--- src/hdl/rppc_pkg.sv ---
// Shared types and constants for the reflow profile PID controller.
// No dependencies; rppc_pid_mac and the top level refer to this package by scoped names.
package rppc_pkg;

   // Command codes of a request transaction
   localparam logic [1:0] CMD_TICK  = 2'd0;
   localparam logic [1:0] CMD_WRITE = 2'd1;
   localparam logic [1:0] CMD_START = 2'd2;

   // Oven phases
   localparam logic [1:0] PH_IDLE   = 2'd0;
   localparam logic [1:0] PH_REFLOW = 2'd1;
   localparam logic [1:0] PH_COOL   = 2'd2;

   // Configuration register indexes
   localparam logic [2:0] CSR_NUM_STEPS      = 3'd0;
   localparam logic [2:0] CSR_P_GAIN         = 3'd1;
   localparam logic [2:0] CSR_I_GAIN         = 3'd2;
   localparam logic [2:0] CSR_D_GAIN         = 3'd3;
   localparam logic [2:0] CSR_INTEGRAL_LIMIT = 3'd4;
   localparam logic [2:0] CSR_DONE_TEMP      = 3'd5;

   // Target in 1/512 C units
   localparam int         TARGET_W     = 18;
   localparam logic [17:0] TARGET_START = 18'd25600;
   localparam logic [17:0] TARGET_COOL  = 18'd12800;
   localparam logic [17:0] TARGET_MAX   = 18'h3FFFF;
   localparam logic [15:0] SECONDS_MAX  = 16'hFFFF;

   // PID datapath widths
   localparam int ERR_W  = 14;
   localparam int GAIN_W = 9;
   localparam int PROD_W = ERR_W + GAIN_W;
   localparam int ACC_W  = PROD_W + 1;

   typedef struct packed {
      logic [7:0] p_gain;
      logic [7:0] i_gain;
      logic [7:0] d_gain;
   } gains_type;

   typedef struct packed {
      logic [8:0]  target_temp;
      logic [1:0]  phase;
      logic [15:0] elapsed_seconds;
      logic [3:0]  current_step;
   } status_type;

   typedef struct packed {
      logic                    run_pid;
      logic signed [ERR_W-1:0] err;
      logic signed [ERR_W-1:0] err_sum;
      logic signed [ERR_W-1:0] err_diff;
      status_type              status;
   } pid_job_type;

   typedef struct packed {
      logic [7:0] drive;
      status_type status;
   } result_type;

endpackage

--- src/hdl/rppc_ram.sv ---
// Generic single-write, single-read synchronous RAM with registered read data.
// No dependencies.
module rppc_ram #(
   parameter int  WIDTH = 8,
   parameter int  DEPTH = 8,
   localparam int AW    = (DEPTH > 1) ? $clog2(DEPTH) : 1
) (
   input  logic             clock,
   input  logic             wr_en,
   input  logic [AW-1:0]    wr_addr,
   input  logic [WIDTH-1:0] wr_data,
   input  logic             rd_en,
   input  logic [AW-1:0]    rd_addr,
   output logic [WIDTH-1:0] rd_data
);

   logic [WIDTH-1:0] mem [DEPTH];
   logic [WIDTH-1:0] rd_data_ff;

   always_ff @(posedge clock) begin
      if (wr_en) begin
         mem[wr_addr] <= wr_data;
      end
      if (rd_en) begin
         rd_data_ff <= mem[rd_addr];
      end
   end

   assign rd_data = rd_data_ff;

endmodule

--- src/hdl/rppc_pid_mac.sv ---
// PID sum unit: one shared multiplier runs the P, I and D products in turn.
// Depends on rppc_pkg for the job, gain and result types.
module rppc_pid_mac (
   input  logic                     clock,
   input  logic                     reset,
   input  rppc_pkg::gains_type      gains,
   input  logic                     job_valid,
   input  rppc_pkg::pid_job_type    job,
   output logic                     job_ready,
   output logic                     res_valid,
   output rppc_pkg::result_type     res,
   input  logic                     res_take
);

   localparam logic [1:0] MAC_P   = 2'd0;
   localparam logic [1:0] MAC_I   = 2'd1;
   localparam logic [1:0] MAC_D   = 2'd2;
   localparam logic [1:0] MAC_SUM = 2'd3;

   logic [1:0]                               state_ff, state_in;
   logic                                     busy_ff, busy_in;
   rppc_pkg::pid_job_type                    job_ff;
   logic signed [rppc_pkg::PROD_W-1:0]       prod_ff, prod_in;
   logic signed [rppc_pkg::ACC_W-1:0]        acc_ff, acc_in;
   logic signed [rppc_pkg::GAIN_W-1:0]       gain_op;
   logic signed [rppc_pkg::ERR_W-1:0]        data_op;
   logic signed [rppc_pkg::PROD_W-1:0]       product;
   logic signed [rppc_pkg::ACC_W-1:0]        total;
   logic                                     finish;
   logic                                     load;
   logic [7:0]                               drive;

   // Operand select for the shared multiplier
   always_comb begin
      unique case (state_ff)
         MAC_P: begin
            gain_op = $signed({1'b0, gains.p_gain});
            data_op = job_ff.err;
         end
         MAC_I: begin
            gain_op = $signed({1'b0, gains.i_gain});
            data_op = job_ff.err_sum;
         end
         default: begin
            gain_op = $signed({1'b0, gains.d_gain});
            data_op = job_ff.err_diff;
         end
      endcase
   end

   assign product = gain_op * data_op;
   assign total   = acc_ff + rppc_pkg::ACC_W'(prod_ff);

   assign res_valid = busy_ff && (state_ff == MAC_SUM);
   assign finish    = res_valid && res_take;
   assign job_ready = !busy_ff || finish;
   assign load      = job_valid && job_ready;

   always_comb begin
      state_in = state_ff;
      busy_in  = busy_ff;
      prod_in  = prod_ff;
      acc_in   = acc_ff;
      if (busy_ff && (state_ff != MAC_SUM)) begin
         prod_in  = product;
         acc_in   = (state_ff == MAC_P) ? '0 : total;
         state_in = state_ff + 2'd1;
      end
      if (load) begin
         busy_in  = 1'b1;
         state_in = MAC_P;
      end else if (finish) begin
         busy_in = 1'b0;
      end
   end

   // Saturate the sum to the heater drive range; drive is zero when no PID run is requested
   always_comb begin
      if (!job_ff.run_pid) begin
         drive = 8'd0;
      end else if (total >= rppc_pkg::ACC_W'(255)) begin
         drive = 8'hFF;
      end else if (total <= rppc_pkg::ACC_W'(0)) begin
         drive = 8'd0;
      end else begin
         drive = total[7:0];
      end
   end

   assign res.drive  = drive;
   assign res.status = job_ff.status;

   always_ff @(posedge clock) begin
      if (reset) begin
         busy_ff  <= 1'b0;
         state_ff <= MAC_P;
      end else begin
         busy_ff  <= busy_in;
         state_ff <= state_in;
      end
   end

   always_ff @(posedge clock) begin
      prod_ff <= prod_in;
      acc_ff  <= acc_in;
      if (load) begin
         job_ff <= job;
      end
   end

endmodule

--- src/hdl/reflow_profile_pid_controller.sv ---
// Reflow oven profile controller: profile RAMs, step sequencer and PID loop.
// Depends on rppc_pkg, rppc_ram (profile store) and rppc_pid_mac (PID sum).
//
// A request passes the profile RAM read and the update, then the P, I, D and
// sum states of rppc_pid_mac and the response register. The sum unit sets the
// pace: three passes of the PID products through the single shared multiplier
// plus a sum state; the front end holds each request for a RAM read and an update.
// Reset (synchronous, active high): phase idle, target 50 C, time, step and
// PID state cleared, registers to their defaults; profile RAMs keep contents.
module reflow_profile_pid_controller #(
   parameter int MAX_STEPS        = 8,
   parameter int TICKS_PER_SECOND = 10
) (
   input  logic               clock,
   input  logic               reset,
   // request channel
   input  logic               req_valid,
   output logic               req_stall,
   input  logic [1:0]         req_command,
   input  logic signed [11:0] req_temperature,
   input  logic [2:0]         req_step_index,
   input  logic [15:0]        req_step_end_time,
   input  logic signed [15:0] req_step_rate,
   input  logic [7:0]         req_step_ceiling,
   // response channel
   output logic               rsp_valid,
   input  logic               rsp_stall,
   output logic [7:0]         rsp_drive,
   output logic [8:0]         rsp_target_temp,
   output logic [1:0]         rsp_phase,
   output logic [15:0]        rsp_elapsed_seconds,
   output logic [3:0]         rsp_current_step,
   // configuration write channel
   input  logic               csr_valid,
   output logic               csr_ready,
   input  logic [2:0]         csr_index,
   input  logic [7:0]         csr_wdata
);

   localparam int         AW    = (MAX_STEPS > 1) ? $clog2(MAX_STEPS) : 1;
   localparam int         TDW   = $clog2(TICKS_PER_SECOND + 1);
   localparam logic [4:0] MAX5  = 5'(MAX_STEPS);
   localparam logic [TDW-1:0] TPS_C = TDW'(TICKS_PER_SECOND);
   localparam int         CUR_W = 40;
   localparam int         NXT_W = 24;
   localparam int         ERR_W = rppc_pkg::ERR_W;

   // front-end sequencer codes
   localparam logic [1:0] FE_EMPTY  = 2'd0;
   localparam logic [1:0] FE_READ   = 2'd1;
   localparam logic [1:0] FE_UPDATE = 2'd2;

   // ------------------------------------------------------------------
   // Configuration registers
   // ------------------------------------------------------------------
   logic [3:0]          num_steps_ff, num_steps_in;
   rppc_pkg::gains_type gains_ff, gains_in;
   logic [7:0]          int_limit_ff, int_limit_in;
   logic [7:0]          done_temp_ff, done_temp_in;
   logic                csr_fire;

   assign csr_ready = 1'b1;
   assign csr_fire  = csr_valid && csr_ready;

   always_comb begin
      num_steps_in = num_steps_ff;
      gains_in     = gains_ff;
      int_limit_in = int_limit_ff;
      done_temp_in = done_temp_ff;
      if (csr_fire) begin
         unique case (csr_index)
            rppc_pkg::CSR_NUM_STEPS:      num_steps_in    = csr_wdata[3:0];
            rppc_pkg::CSR_P_GAIN:         gains_in.p_gain = csr_wdata;
            rppc_pkg::CSR_I_GAIN:         gains_in.i_gain = csr_wdata;
            rppc_pkg::CSR_D_GAIN:         gains_in.d_gain = csr_wdata;
            rppc_pkg::CSR_INTEGRAL_LIMIT: int_limit_in    = csr_wdata;
            rppc_pkg::CSR_DONE_TEMP:      done_temp_in    = csr_wdata;
            default: ;  // drop writes past the register list
         endcase
      end
   end

   always_ff @(posedge clock) begin
      if (reset) begin
         num_steps_ff <= 4'd4;
         gains_ff     <= '{p_gain: 8'd80, i_gain: 8'd150, d_gain: 8'd0};
         int_limit_ff <= 8'd200;
         done_temp_ff <= 8'd30;
      end else begin
         num_steps_ff <= num_steps_in;
         gains_ff     <= gains_in;
         int_limit_ff <= int_limit_in;
         done_temp_ff <= done_temp_in;
      end
   end

   // ------------------------------------------------------------------
   // Front end: hold one request for a RAM read cycle and an update cycle
   // ------------------------------------------------------------------
   logic [1:0]         fe_state_ff, fe_state_in;
   logic               req_accept;
   logic               fe_done;
   logic               mac_job_ready;
   logic [1:0]         cmd_ff;
   logic signed [11:0] temp_ff;
   logic [2:0]         idx_ff;
   logic [15:0]        end_ff;
   logic signed [15:0] rate_ff;
   logic [7:0]         ceil_ff;

   assign fe_done    = (fe_state_ff == FE_UPDATE) && mac_job_ready;
   assign req_stall  = !((fe_state_ff == FE_EMPTY) || fe_done);
   assign req_accept = req_valid && !req_stall;

   always_comb begin
      unique case (fe_state_ff)
         FE_EMPTY:  fe_state_in = req_accept ? FE_READ : FE_EMPTY;
         FE_READ:   fe_state_in = FE_UPDATE;
         FE_UPDATE: begin
            if (fe_done) begin
               fe_state_in = req_accept ? FE_READ : FE_EMPTY;
            end else begin
               fe_state_in = FE_UPDATE;
            end
         end
         default:   fe_state_in = FE_EMPTY;
      endcase
   end

   always_ff @(posedge clock) begin
      if (reset) begin
         fe_state_ff <= FE_EMPTY;
      end else begin
         fe_state_ff <= fe_state_in;
      end
   end

   // capture the request payload; it holds until the update cycle retires
   always_ff @(posedge clock) begin
      if (req_accept) begin
         cmd_ff  <= req_command;
         temp_ff <= req_temperature;
         idx_ff  <= req_step_index;
         end_ff  <= req_step_end_time;
         rate_ff <= req_step_rate;
         ceil_ff <= req_step_ceiling;
      end
   end

   // ------------------------------------------------------------------
   // Controller state
   // ------------------------------------------------------------------
   logic [1:0]              phase_ff, phase_in;
   logic [3:0]              step_now_ff, step_now_in;
   logic [TDW-1:0]          tick_div_ff, tick_div_in;
   logic [15:0]             seconds_ff, seconds_in;
   logic [17:0]             target_ff, target_in;
   logic signed [8:0]       error_sum_ff, error_sum_in;
   logic signed [ERR_W-1:0] prev_err_ff, prev_err_in;

   // ------------------------------------------------------------------
   // Profile store: one copy read at the current step, one at the next
   // ------------------------------------------------------------------
   logic [4:0]        idx_wide;
   logic [4:0]        step_cur5;
   logic [4:0]        step_plus;
   logic              ram_wr_en;
   logic              ram_rd_en;
   logic [CUR_W-1:0]  cur_rd;
   logic [NXT_W-1:0]  nxt_rd;

   function automatic logic [AW-1:0] clip_addr(input logic [4:0] i);
      logic [4:0] c;
      c = (i < MAX5) ? i : (MAX5 - 5'd1);
      return c[AW-1:0];
   endfunction

   assign idx_wide  = {2'b00, idx_ff};
   assign step_cur5 = {1'b0, step_now_ff};
   assign step_plus = step_cur5 + 5'd1;
   assign ram_wr_en = fe_done && (cmd_ff == rppc_pkg::CMD_WRITE) && (idx_wide < MAX5);
   assign ram_rd_en = (fe_state_ff == FE_READ);

   rppc_ram #(
      .WIDTH(CUR_W),
      .DEPTH(MAX_STEPS)
   ) u_ram_cur (
      .clock  (clock),
      .wr_en  (ram_wr_en),
      .wr_addr(idx_wide[AW-1:0]),
      .wr_data({end_ff, rate_ff, ceil_ff}),
      .rd_en  (ram_rd_en),
      .rd_addr(clip_addr(step_cur5)),
      .rd_data(cur_rd)
   );

   rppc_ram #(
      .WIDTH(NXT_W),
      .DEPTH(MAX_STEPS)
   ) u_ram_nxt (
      .clock  (clock),
      .wr_en  (ram_wr_en),
      .wr_addr(idx_wide[AW-1:0]),
      .wr_data({rate_ff, ceil_ff}),
      .rd_en  (ram_rd_en),
      .rd_addr(clip_addr(step_plus)),
      .rd_data(nxt_rd)
   );

   // ------------------------------------------------------------------
   // Update cycle: time, profile step, target ramp and PID error terms
   // ------------------------------------------------------------------
   logic [4:0]              steps5;
   logic [TDW-1:0]          div_inc;
   logic                    sec_wrap;
   logic [TDW-1:0]          tick_div_tick;
   logic [15:0]             seconds_tick;
   logic                    leave_step;
   logic                    enter_cool;
   logic signed [15:0]      use_rate;
   logic [7:0]              use_ceil;
   logic signed [19:0]      ramp_sum;
   logic [17:0]             ramp_sat;
   logic                    ramp_on;
   logic [1:0]              phase_tick;
   logic [3:0]              step_tick;
   logic [17:0]             target_tick;
   logic signed [ERR_W-1:0] err;
   logic signed [ERR_W-1:0] sum_raw;
   logic signed [ERR_W-1:0] lim;
   logic signed [ERR_W-1:0] sum_cl;
   logic signed [ERR_W-1:0] err_diff;
   logic signed [12:0]      temp13;
   logic signed [12:0]      done13;
   logic                    run_tick;
   rppc_pkg::pid_job_type   job;

   assign steps5   = ({1'b0, num_steps_ff} > MAX5) ? MAX5 : {1'b0, num_steps_ff};
   assign run_tick = (cmd_ff == rppc_pkg::CMD_TICK) && (phase_ff != rppc_pkg::PH_IDLE);

   always_comb begin
      // advance the tick divider and the saturating seconds count
      div_inc       = tick_div_ff + TDW'(1);
      sec_wrap      = (div_inc >= TPS_C);
      tick_div_tick = sec_wrap ? '0 : div_inc;
      seconds_tick  = (sec_wrap && (seconds_ff != rppc_pkg::SECONDS_MAX)) ?
                      seconds_ff + 16'd1 : seconds_ff;

      // leave the step once its end time has passed
      leave_step = (seconds_tick > cur_rd[39:24]);
      enter_cool = leave_step && (step_plus >= steps5);
      use_rate   = leave_step ? $signed(nxt_rd[23:8]) : $signed(cur_rd[23:8]);
      use_ceil   = leave_step ? nxt_rd[7:0] : cur_rd[7:0];

      // ramp while below the ceiling, clamped to the target range
      ramp_on  = (target_ff[17:9] < {1'b0, use_ceil});
      ramp_sum = $signed({2'b00, target_ff}) + 20'(use_rate);
      if (ramp_sum < 0) begin
         ramp_sat = '0;
      end else if (ramp_sum > $signed({2'b00, rppc_pkg::TARGET_MAX})) begin
         ramp_sat = rppc_pkg::TARGET_MAX;
      end else begin
         ramp_sat = ramp_sum[17:0];
      end

      phase_tick  = phase_ff;
      step_tick   = step_now_ff;
      target_tick = target_ff;
      if (phase_ff == rppc_pkg::PH_REFLOW) begin
         if (enter_cool) begin
            phase_tick  = rppc_pkg::PH_COOL;
            step_tick   = step_plus[3:0];
            target_tick = rppc_pkg::TARGET_COOL;
         end else begin
            step_tick   = leave_step ? step_plus[3:0] : step_now_ff;
            target_tick = ramp_on ? ramp_sat : target_ff;
         end
      end

      // PID error, clamped integral and derivative term
      err      = $signed({5'b00000, target_tick[17:9]}) - ERR_W'(temp_ff);
      sum_raw  = ERR_W'(error_sum_ff) + err;
      lim      = $signed({6'b000000, int_limit_ff});
      if (sum_raw > lim) begin
         sum_cl = lim;
      end else if (sum_raw < -lim) begin
         sum_cl = -lim;
      end else begin
         sum_cl = sum_raw;
      end
      err_diff = err - prev_err_ff;

      // end cooling once the oven is cool enough
      temp13 = 13'(temp_ff);
      done13 = $signed({5'b00000, done_temp_ff});
      if ((phase_tick == rppc_pkg::PH_COOL) && (temp13 <= done13)) begin
         phase_tick = rppc_pkg::PH_IDLE;
      end
   end

   always_comb begin
      phase_in     = phase_ff;
      step_now_in  = step_now_ff;
      tick_div_in  = tick_div_ff;
      seconds_in   = seconds_ff;
      target_in    = target_ff;
      error_sum_in = error_sum_ff;
      prev_err_in  = prev_err_ff;
      if (fe_done) begin
         unique case (cmd_ff)
            rppc_pkg::CMD_START: begin
               phase_in     = rppc_pkg::PH_REFLOW;
               step_now_in  = '0;
               tick_div_in  = '0;
               seconds_in   = '0;
               target_in    = rppc_pkg::TARGET_START;
               error_sum_in = '0;
               prev_err_in  = '0;
            end
            rppc_pkg::CMD_TICK: begin
               if (run_tick) begin
                  phase_in     = phase_tick;
                  step_now_in  = step_tick;
                  tick_div_in  = tick_div_tick;
                  seconds_in   = seconds_tick;
                  target_in    = target_tick;
                  error_sum_in = sum_cl[8:0];
                  prev_err_in  = err;
               end
            end
            default: ;  // profile writes go to the RAMs; unknown codes hold
         endcase
      end
   end

   always_ff @(posedge clock) begin
      if (reset) begin
         phase_ff     <= rppc_pkg::PH_IDLE;
         step_now_ff  <= '0;
         tick_div_ff  <= '0;
         seconds_ff   <= '0;
         target_ff    <= rppc_pkg::TARGET_START;
         error_sum_ff <= '0;
         prev_err_ff  <= '0;
      end else begin
         phase_ff     <= phase_in;
         step_now_ff  <= step_now_in;
         tick_div_ff  <= tick_div_in;
         seconds_ff   <= seconds_in;
         target_ff    <= target_in;
         error_sum_ff <= error_sum_in;
         prev_err_ff  <= prev_err_in;
      end
   end

   // hand the error terms and the post-update status to the PID sum unit
   always_comb begin
      job.run_pid                = run_tick;
      job.err                    = err;
      job.err_sum                = sum_cl;
      job.err_diff               = err_diff;
      job.status.target_temp     = target_in[17:9];
      job.status.phase           = phase_in;
      job.status.elapsed_seconds = seconds_in;
      job.status.current_step    = step_now_in;
   end

   // ------------------------------------------------------------------
   // PID sum unit and response register
   // ------------------------------------------------------------------
   logic                 mac_res_valid;
   rppc_pkg::result_type mac_res;
   logic                 out_free;
   logic                 rsp_valid_ff, rsp_valid_in;
   rppc_pkg::result_type rsp_data_ff;

   assign out_free = !rsp_valid_ff || !rsp_stall;

   rppc_pid_mac u_pid_mac (
      .clock    (clock),
      .reset    (reset),
      .gains    (gains_ff),
      .job_valid(fe_state_ff == FE_UPDATE),
      .job      (job),
      .job_ready(mac_job_ready),
      .res_valid(mac_res_valid),
      .res      (mac_res),
      .res_take (out_free)
   );

   always_comb begin
      rsp_valid_in = rsp_valid_ff;
      if (mac_res_valid && out_free) begin
         rsp_valid_in = 1'b1;
      end else if (rsp_valid_ff && !rsp_stall) begin
         rsp_valid_in = 1'b0;
      end
   end

   always_ff @(posedge clock) begin
      if (reset) begin
         rsp_valid_ff <= 1'b0;
      end else begin
         rsp_valid_ff <= rsp_valid_in;
      end
   end

   // load a finished result; hold it while the receiver stalls
   always_ff @(posedge clock) begin
      if (mac_res_valid && out_free) begin
         rsp_data_ff <= mac_res;
      end
   end

   assign rsp_valid           = rsp_valid_ff;
   assign rsp_drive           = rsp_data_ff.drive;
   assign rsp_target_temp     = rsp_data_ff.status.target_temp;
   assign rsp_phase           = rsp_data_ff.status.phase;
   assign rsp_elapsed_seconds = rsp_data_ff.status.elapsed_seconds;
   assign rsp_current_step    = rsp_data_ff.status.current_step;

   // ------------------------------------------------------------------
   // Assertions
   // ------------------------------------------------------------------
   // the clamped error sum never reaches the one value outside +/-255
   a_err_sum_range: assert property (@(posedge clock) disable iff (reset)
      error_sum_ff != 9'b1_0000_0000)
      else $error("error sum left its clamp range");

   // target and step move only when an update cycle retires
   a_state_hold: assert property (@(posedge clock) disable iff (reset)
      !fe_done |=> ($stable(target_ff) && $stable(step_now_ff)))
      else $error("controller state changed outside an update");

   // the profile step only advances by one or restarts at zero
   a_step_move: assert property (@(posedge clock) disable iff (reset)
      !$stable(step_now_ff) |->
         ((step_now_ff == $past(step_now_ff) + 4'd1) || (step_now_ff == 4'd0)))
      else $error("profile step jumped");

   // an update cycle always follows the RAM read cycle
   a_read_first: assert property (@(posedge clock) disable iff (reset)
      (fe_state_ff == FE_UPDATE) |->
         (($past(fe_state_ff) == FE_READ) || ($past(fe_state_ff) == FE_UPDATE)))
      else $error("update without a profile read");

   // a response only appears when the PID unit finishes
   a_rsp_source: assert property (@(posedge clock) disable iff (reset)
      $rose(rsp_valid_ff) |-> $past(mac_res_valid))
      else $error("response raised without a finished result");

endmodule
--- config.mk ---
export PLATFORM = sky130hd
export DESIGN_NAME = reflow_profile_pid_controller
export DESIGN_NICKNAME = d
export VERILOG_FILES = /design/src/hdl/rppc_pkg.sv /design/src/hdl/rppc_ram.sv /design/src/hdl/rppc_pid_mac.sv /design/src/hdl/reflow_profile_pid_controller.sv
export SDC_FILE = /design/constraint.sdc
export NUM_CORES = 2
export LEC_CHECK = 0
export ABC_AREA = 1
export BUFFER_PORTS_ARGS = -buffer_cell sky130_fd_sc_hd__clkbuf_2
export CAP_MARGIN = 10
export CORE_UTILIZATION = 50
export DETAILED_ROUTE_END_ITERATION = 8
export PLACE_DENSITY = 0.66
export SETUP_SLACK_MARGIN = 0.3
export SLEW_MARGIN = 20
export SYNTH_ARGS = -nofsm -noshare
export SYNTH_HDL_FRONTEND = slang
export SYNTH_SLANG_ARGS = --single-unit
--- constraint.sdc ---
create_clock -name clock -period 26.6 [get_ports clock]
set_input_delay 1.33 -clock clock [delete_from_list [all_inputs] [get_ports clock]]
set_output_delay 1.33 -clock clock [all_outputs]
set_load 0.05 [all_outputs]
### After elaboration in Yosys (flattened, before gate mapping)

Memories as Yosys holds them, arrays and structs flattened. A register that Yosys moved wholly into a read port is not among the register bits.
Index checks and enable logic that the tools add are counted.

| storage, ports and cells | value |
|---|---|
| register bits after elaboration | 333 |
| RAM bits | 512 |
| output and inout port bits | 42 |
| word-level logic and storage cells | 173 |
| memories | 2 |

| cells by class | value |
|---|---|
| $add $sub $neg | 10 |
| multiply operators | 1 |
| order comparisons | 15 |
| eq/ne operators | 18 |
| muxes and demuxes | 51 |
| reductions and logical operators | 36 |

Memory list:

| name | words | bits a word | rd ports | clocked after memory_dff | write ports | RTL line | RTL |
|---|---|---|---|---|---|---|---|
| u_ram_cur.mem | 8 | 40 | 1 | 1 | 1 | rppc_ram.sv:17 | `logic [WIDTH-1:0] mem [DEPTH];` |
| u_ram_nxt.mem | 8 | 24 | 1 | 1 | 1 | rppc_ram.sv:17 |  |

Operator list:

| operator | count |
|---|---|
| 2-to-1 mux 18 bit | 7 |
| 2-to-1 mux 16 bit | 4 |
| one-hot mux 14 bit (2 select lines) | 2 |
| one-hot mux 18 bit (2 select lines) | 1 |
| 2-to-1 mux 4 bit | 8 |
| one-hot mux 16 bit (2 select lines) | 1 |
| 2-to-1 mux 14 bit | 2 |
| adder 24 x 23 -> 24 bit | 1 |
| >= comparator 24 x 9 -> 1 bit, second input constant | 1 |
| <= comparator 24 x 1 -> 1 bit, second input constant | 1 |
| 2-to-1 mux 8 bit | 3 |
| multiplier 9 x 14 -> 23 bit | 1 |
| adder 19 x 16 -> 20 bit | 1 |
| > comparator 20 x 19 -> 1 bit, second input constant | 1 |
| less-than comparator 20 x 1 -> 1 bit, second input constant | 1 |
| 2-to-1 mux 9 bit | 2 |
| one-hot mux 9 bit (2 select lines) | 1 |
| adder 16 x 1 -> 16 bit, second input constant | 1 |
| > comparator 16 bit | 1 |
| != test 16 bit, second input constant | 1 |
| one-hot mux 4 bit (2 select lines) | 2 |
| one-hot mux 8 bit (2 select lines) | 1 |
| adder 9 x 13 -> 14 bit | 1 |
| > comparator 14 x 9 -> 1 bit | 1 |
| other kinds (38) | 85 |

### Longest topological paths before layout

| logic depth | value |
|---|---|
| depth after elaboration | 20 |
| gate-level depth with buffers | 74 |
| mapped depth without buffers | 72 |

### Cells and area by module

From an unflattened synthesis, not the netlist that was laid out.

| second synthesis, totals | value |
|---|---|
| cell total of the unflattened synthesis | 5183 |
| area total of the unflattened synthesis | 47973.5 µm² |

Modules (own cells, without submodules):

| module | instances | cells an instance | area an instance (µm²) | sequential area each (µm²) |
|---|---|---|---|---|
| rppc_ram at u_ram_cur | 1 | 1441 | 15199.6 | 10810.4 |
| reflow_profile_pid_controller | 1 | 1658 | 13088.8 | 5144.9 |
| rppc_pid_mac | 1 | 1212 | 10538.9 | 3693.5 |
| rppc_ram at u_ram_nxt | 1 | 872 | 9146.3 | 6486.2 |

### Worst setup path before layout

OpenSTA, ideal clock, no wires.

| path | value |
|---|---|
| kind | reg-to-reg |
| from | register tick_div_ff[0] |
| to | register u_pid_mac.job_ff[52] (netlist name), data pin |
| setup time | 0.255 ns |
| arrival time | 8.413 ns |
| data required time | 26.345 ns |
| slack | 17.933 ns |
| cell stages (with the launch flop) | 70 |
| buffers on the path | 3 |
| period minus slack after synthesis | 8.667 ns |
| path through | dfxtp_1 ha_1 xor2_1 nor3_1 nor2_4 nand2_4 nor2_4 nand3_2 nor2_4 nand2_2 nor2_4 nand2_1 xor2_1 inv_1 ha_1 nand4_1 nor2_2 nand2_1 [34 not listed] ha_1 nand2_1 nor2_1 nand3_1 nand4_1 xor2_1 inv_1 ha_1 a21oi_1 nand2_1 nand2_1 nand2_1 nand2_2 nand2_2 buf_6 nand2_1 nand3_1 and2_1 |

| between the ends | value |
|---|---|
| word-level cells in the longest chain between the ends | 18 |
| elaborated cells on any way between the ends | 23 |
| classes of those cells | add/sub: 4; order compare: 7; mux: 10; reduce/logical: 2 |

Ends and longest elaborated chain:

| what | RTL line | RTL |
|---|---|---|
| start, declared | reflow_profile_pid_controller.sv:155 | `logic [TDW-1:0] tick_div_ff, tick_div_in;` |
| start signal, assigned | reflow_profile_pid_controller.sv:348 | `tick_div_ff <= tick_div_in;` |
| adder 4 x 1 -> 4 bit (*) | reflow_profile_pid_controller.sv:243 | `div_inc = tick_div_ff + TDW'(1);` |
| >= comparator 4 bit (*) | reflow_profile_pid_controller.sv:244 | `sec_wrap = (div_inc >= TPS_C);` |
| logical AND 1 bit (*) | reflow_profile_pid_controller.sv:246 | `seconds_tick = (sec_wrap && (seconds_ff != rppc_pkg::SECONDS_MAX)) ?` |
| 2-to-1 mux 16 bit (*) | reflow_profile_pid_controller.sv:246 |  |
| > comparator 16 bit (*) | reflow_profile_pid_controller.sv:250 | `leave_step = (seconds_tick > cur_rd[39:24]);` |
| 2-to-1 mux 16 bit | reflow_profile_pid_controller.sv:252 | `use_rate = leave_step ? $signed(nxt_rd[23:8]) : $signed(cur_rd[23:8]);` |
| adder 19 x 16 -> 20 bit | reflow_profile_pid_controller.sv:257 | `ramp_sum = $signed({2'b00, target_ff}) + 20'(use_rate);` |
| > comparator 20 x 19 -> 1 bit | reflow_profile_pid_controller.sv:260 | `end else if (ramp_sum > $signed({2'b00, rppc_pkg::TARGET_MAX})) begin` |
| [4 not listed] | n/a |  |
| 2-to-1 mux 18 bit (*) | reflow_profile_pid_controller.sv:269 | `if (phase_ff == rppc_pkg::PH_REFLOW) begin` |
| subtractor 10 x 12 -> 13 bit (*) | reflow_profile_pid_controller.sv:281 | `err = $signed({5'b00000, target_tick[17:9]}) - ERR_W'(temp_ff);` |
| net err[10] | reflow_profile_pid_controller.sv:228 | `logic signed [ERR_W-1:0] err;` |
| adder 9 x 13 -> 14 bit (*) | reflow_profile_pid_controller.sv:282 | `sum_raw = ERR_W'(error_sum_ff) + err;` |
| less-than comparator 14 bit | reflow_profile_pid_controller.sv:286 | `end else if (sum_raw < -lim) begin` |
| 2-to-1 mux 14 bit | reflow_profile_pid_controller.sv:286 |  |
| 2-to-1 mux 9 bit (*) | reflow_profile_pid_controller.sv:284 | `if (sum_raw > lim) begin` |
| net sum_cl[7] | reflow_profile_pid_controller.sv:231 | `logic signed [ERR_W-1:0] sum_cl;` |
| end signal, assigned | rppc_pid_mac.sv:107 | `job_ff <= job;` |
| end, declared | rppc_pid_mac.sv:22 | `rppc_pkg::pid_job_type job_ff;` |

The timed path passes the listed nets; every way through them passes the cells marked *. The select of a mux whose other input is x is not followed.
A chain may end at the register's enable or synchronous reset.

### Final worst setup path

| path | value |
|---|---|
| from | register tick_div_ff[0] |
| to | register error_sum_ff[8] |

| between the ends | value |
|---|---|
| word-level cells in the longest chain between the ends | 20 |
| elaborated cells on any way between the ends | 25 |
| classes of those cells | add/sub: 4; order compare: 7; mux: 12; reduce/logical: 2 |

Ends and longest elaborated chain:

| what | RTL line | RTL |
|---|---|---|
| adder 4 x 1 -> 4 bit (*) | reflow_profile_pid_controller.sv:243 |  |
| >= comparator 4 bit (*) | reflow_profile_pid_controller.sv:244 |  |
| logical AND 1 bit (*) | reflow_profile_pid_controller.sv:246 |  |
| 2-to-1 mux 16 bit (*) | reflow_profile_pid_controller.sv:246 |  |
| > comparator 16 bit (*) | reflow_profile_pid_controller.sv:250 |  |
| 2-to-1 mux 16 bit | reflow_profile_pid_controller.sv:252 |  |
| adder 19 x 16 -> 20 bit | reflow_profile_pid_controller.sv:257 |  |
| > comparator 20 x 19 -> 1 bit | reflow_profile_pid_controller.sv:260 |  |
| [5 not listed] | n/a |  |
| subtractor 10 x 12 -> 13 bit (*) | reflow_profile_pid_controller.sv:281 |  |
| net err[8] | reflow_profile_pid_controller.sv:228 |  |
| adder 9 x 13 -> 14 bit (*) | reflow_profile_pid_controller.sv:282 |  |
| less-than comparator 14 bit | reflow_profile_pid_controller.sv:286 |  |
| 2-to-1 mux 14 bit | reflow_profile_pid_controller.sv:286 |  |
| 2-to-1 mux 9 bit (*) | reflow_profile_pid_controller.sv:284 |  |
| 2-to-1 mux 9 bit (*) | reflow_profile_pid_controller.sv:321 | `if (run_tick) begin` |
| one-hot mux 9 bit (2 select lines) (*) | reflow_profile_pid_controller.sv:310 | `unique case (cmd_ff)` |
| end signal, assigned | reflow_profile_pid_controller.sv:351 | `error_sum_ff <= error_sum_in;` |
| end, declared | reflow_profile_pid_controller.sv:158 | `logic signed [8:0] error_sum_ff, error_sum_in;` |

Marks and branches as above.

==> summary.md <==
| Metric | Value |
|---|---|
| Post-Syn Nets | `between 4k and 5k` |
| Max Clk Rate | `around 100 MHz` |
| Final core occ | `0.567` |
| Cell taking the most area after synthesis | `edfxtp_1` |
| Die area | `78900 µm²` |
| Via count | `28.3k` |
| Initial antenna violation count | `0` |
| DRC errors left | `0` |
| Yosys reg bits | `716` |
| Pre-CTS WS | `16.53 ns` |
| CTS tree | `done` |
| Setup Viol. Count Final | `0` |
| Root buffer cell | `clkbuf_16` |
| Hold Vio Cnt, Final | `0` |
| DR vias/cell | `5.40` |
| Crit-path slowest cell | `fa_1` |
| Pwr Density | `67.7 nW/µm²` |
| First-pass GRT wire length | `147000 µm` |
| Worst path max stage delay | `around 0.42 ns` |
| Reg-to-reg endpoint | `error_sum_ff[8]$_SDFFE_PP0P_` |
| First drt pass iteration count | `6` |
| CP Class | `register to register` |
| Post-synth ARST share | `0` |
| CP max FO | `27` |
| Filler instances | `6629` |
| All-layer global routing usage | `0.239` |
| Die W | `around 280 µm` |
| Slew Viols, Final | `0` |
| Top_reg_cell synth | `edfxtp_1` |
| Max Buffers Root-to-Sink | `3` |
| Worst Clk Skew | `0.0548 ns` |
| Status | `finished, final reports clean` |
| Peak supply drop | `0.0000478 V` |
| DP HPWL | `62000 µm` |
| Crit. End Element | `register` |
| GR Overflow Total | `0` |
| Design Area, Final | `about 43000 µm²` |
| Post-layout min period | `slightly above 10 ns` |
| Largest net degree at the start of global routing | `186` |
| Vias in the first global route | `roughly 28k` |
| Post-CTS Hold Fix Bufs | `0` |
| Post-route setup slack | `~16 ns` |
| Placed Instance Area | `40500 µm²` |
| Max Cap Viol | `0` |
| Cell mode on critical path | `nand2_1` |
| Total Wirelength | `93600 µm` |
| Num CTS Buffers | `78` |
| Row count | `101` |
| Post-route setup TNS | `0 ns` |
| Post-Syn Instances | `a little over 4k` |
| Sequential share of the synthesized area | `0.523` |
| Post-synth cell types | `64` |
| Reg2Reg Depth | `between 60 and 70` |
| Final worst-path cycle share | `0.383` |
| R2R setup slack | `16.40 ns` |
| Initial core utilization | `0.509` |
| Worst setup path start | `tick_div_ff[0]$_SDFFE_PP0P_` |
| Synth warn | `0` |
| Tightest Pin Transition | `1.14 ns` |
| Initial drt markers | `2327` |
| Synthesized area | `38900 µm²` |
| Type of origin of the critical path | `register` |
| Average wire per standard cell | `17.9 µm` |
| Setup repair bufs after CTS | `0` |
| Worst setup endpoint | `error_sum_ff[8]$_SDFFE_PP0P_` |
| Die Y | `281 µm` |
| Leak | `about 18 nW` |
| Nets | `around 4.5k` |
| Most frequent cells in the layout | `nand2_1 (691), edfxtp_1 (600), inv_1 (565), nor2_1 (372), o21ai_0 (351)` |
| Syn-to-layout area delta | `11.4%` |
| Placer Congestion | `between 0.8 and 0.9` |
| Clock transition at path regs | `0.06 ns` |
| Reg2reg start | `tick_div_ff[0]$_SDFFE_PP0P_` |
| Commonest non-fill, non-tap cell in the layout | `nand2_1` |
| I/O Buffers | `113` |
| Critical Path AT | `10.68 ns` |
| Worst-Skew Late Latency | `0.67 ns` |
| CTS resizes | `0` |
| Critical Path RT | `about 27 ns` |
| Ranking of synthesized cells by area | `edfxtp_1 (46%), nand2_1 (6.7%), ha_1 (6.1%)` |
| # clock sinks | `about 700` |
| Worst Hold Class | `register to register` |
| Share of cells above drive strength 1 | `0.0862` |
| Syn avg cell area | `9.58 µm²` |
| Worst slew margin | `0.238` |
| Top-area cell type share of the netlist area | `0.463` |
| N_diodes | `0` |
| H-tree depth | `3` |
| EDFF count, synth | `600` |
| Top-Level Pins | `about 120` |
| Antenna viol nets, final | `0` |
| Unrepaired setup endpoints after global routing | `false` |
| Core footprint | `about 76000 µm²` |
where the power goes:
group	switching (mW)	internal, mW
Clock	0.471	0.680
Combinational	0.326	0.184
Sequential	0.0161	1.26
Total	0.813	2.12
registers in the layout, indices dropped and copies added (netlist names), 18 cells and up:
name	cells
u_ram_cur.mem	320
u_pid_mac.job_ff	42
u_ram_cur.rd_data	40
u_pid_mac.res	31
gains_ff	24
u_pid_mac.acc_ff	24
u_ram_nxt.rd_data	24
u_pid_mac.prod_ff	23
target_ff	18
critical path: cells and delay by family (launching register included):
family                   cells  cell delay [ns]
buffers and inverters        7             0.65
AO/OA/AOI/OAI               11             1.62
XOR/XNOR                     4             1.03
flip-flops                   1             0.39
AND/OR/NAND/NOR             38             4.01
adder cells (fa/ha/maj)      8             2.33
cell type report:
type / count / area, µm² / share of cell area
Multi-Input combinational cell: 2626 / 15900 / 0.367
Sequential cell: 716 / 20300 / 0.469
Inverter: 578 / 2170 / 0.0501
Clock buffer: 95 / 2060 / 0.0474
Clock inverter: 50 / 734 / 0.0170
Timing Repair Buffer: 145 / 818 / 0.0189
Tap cell: 1030 / 1290 / 0.0297
cell families after synthesis:
| family | count (synthesis) | synth area share |
|---|---|---|
| AOI/OAI and AO/OA | 903 | 0.128 |
| xor gates and xnor gates | 104 | 0.0234 |
| adders and majority gates | 285 | 0.110 |
| buffers and inverters | 720 | 0.0707 |
| DFF | 716 | 0.523 |
| muxes | 8 | 0.00206 |
| other | 1 | 0.0000964 |
| and+or+nand+nor | 1325 | 0.143 |
metrics by stage:
step | hold slack [ns] | cells | total power, mW
6_report | 0.416 | 5240 | 2.94
5_1_grt | 0.420 | 5240 | 3.08
4_1_cts | 0.419 | 5240 | 2.96
3_5_place_dp | 0.405 | 5095 | 1.81
3_3_place_gp | 0.402 | 5095 | 1.80
2_1_floorplan | 0.400 | 4062 | 1.68
how the worst min path moves through the flow:
| stage | start | cells past startpoint | to | slack [ns] |
|---|---|---|---|---|
| 6_report | u_pid_mac.res[2]$_DFFE_PP_ | 0 | rsp_current_step[2]$_DFFE_PP_ | 0.42 |
| 5_1_grt | u_pid_mac.res[21]$_DFFE_PP_ | 0 | rsp_phase[1]$_DFFE_PP_ | 0.42 |
| 4_1_cts | u_pid_mac.res[28]$_DFFE_PP_ | 0 | rsp_target_temp[6]$_DFFE_PP_ | 0.42 |
| 3_5_place_dp | u_pid_mac.res[25]$_DFFE_PP_ | 0 | rsp_target_temp[3]$_DFFE_PP_ | 0.40 |
| 3_3_place_gp | u_pid_mac.res[26]$_DFFE_PP_ | 0 | rsp_target_temp[4]$_DFFE_PP_ | 0.40 |
| 2_1_floorplan | u_pid_mac.res[0]$_DFFE_PP_ | 0 | rsp_current_step[0]$_DFFE_PP_ | 0.40 |
cell usage after synthesis, types with 8 or more instances:
library cell and number:
a211oi_1 28, a21oi_1 325, a21oi_2 8, a31oi_1 69
clkbuf_1 125, dfxtp_1 116, edfxtp_1 600, fa_1 95
ha_1 190, inv_1 567, inv_2 8, mux2i_1 8
nand2_1 692, nand2_2 16, nand3_1 112, nand4_1 27
nor2_1 381, nor3_1 37, o211ai_1 45, o21ai_0 352
o21ai_1 10, o21bai_1 11, o22ai_1 25, xnor2_1 33
xor2_1 71
routing by layer:
layer	up-vias	GRT usage	wire, µm
met3	176	0.0314	5590
met2	874	0.407	44900
met5	-	0	0
met4	0	0.0831	2790
met1	13300	0.312	40300
li1	13900	-	-
Note: power is estimated with default switching activity, not from simulation.
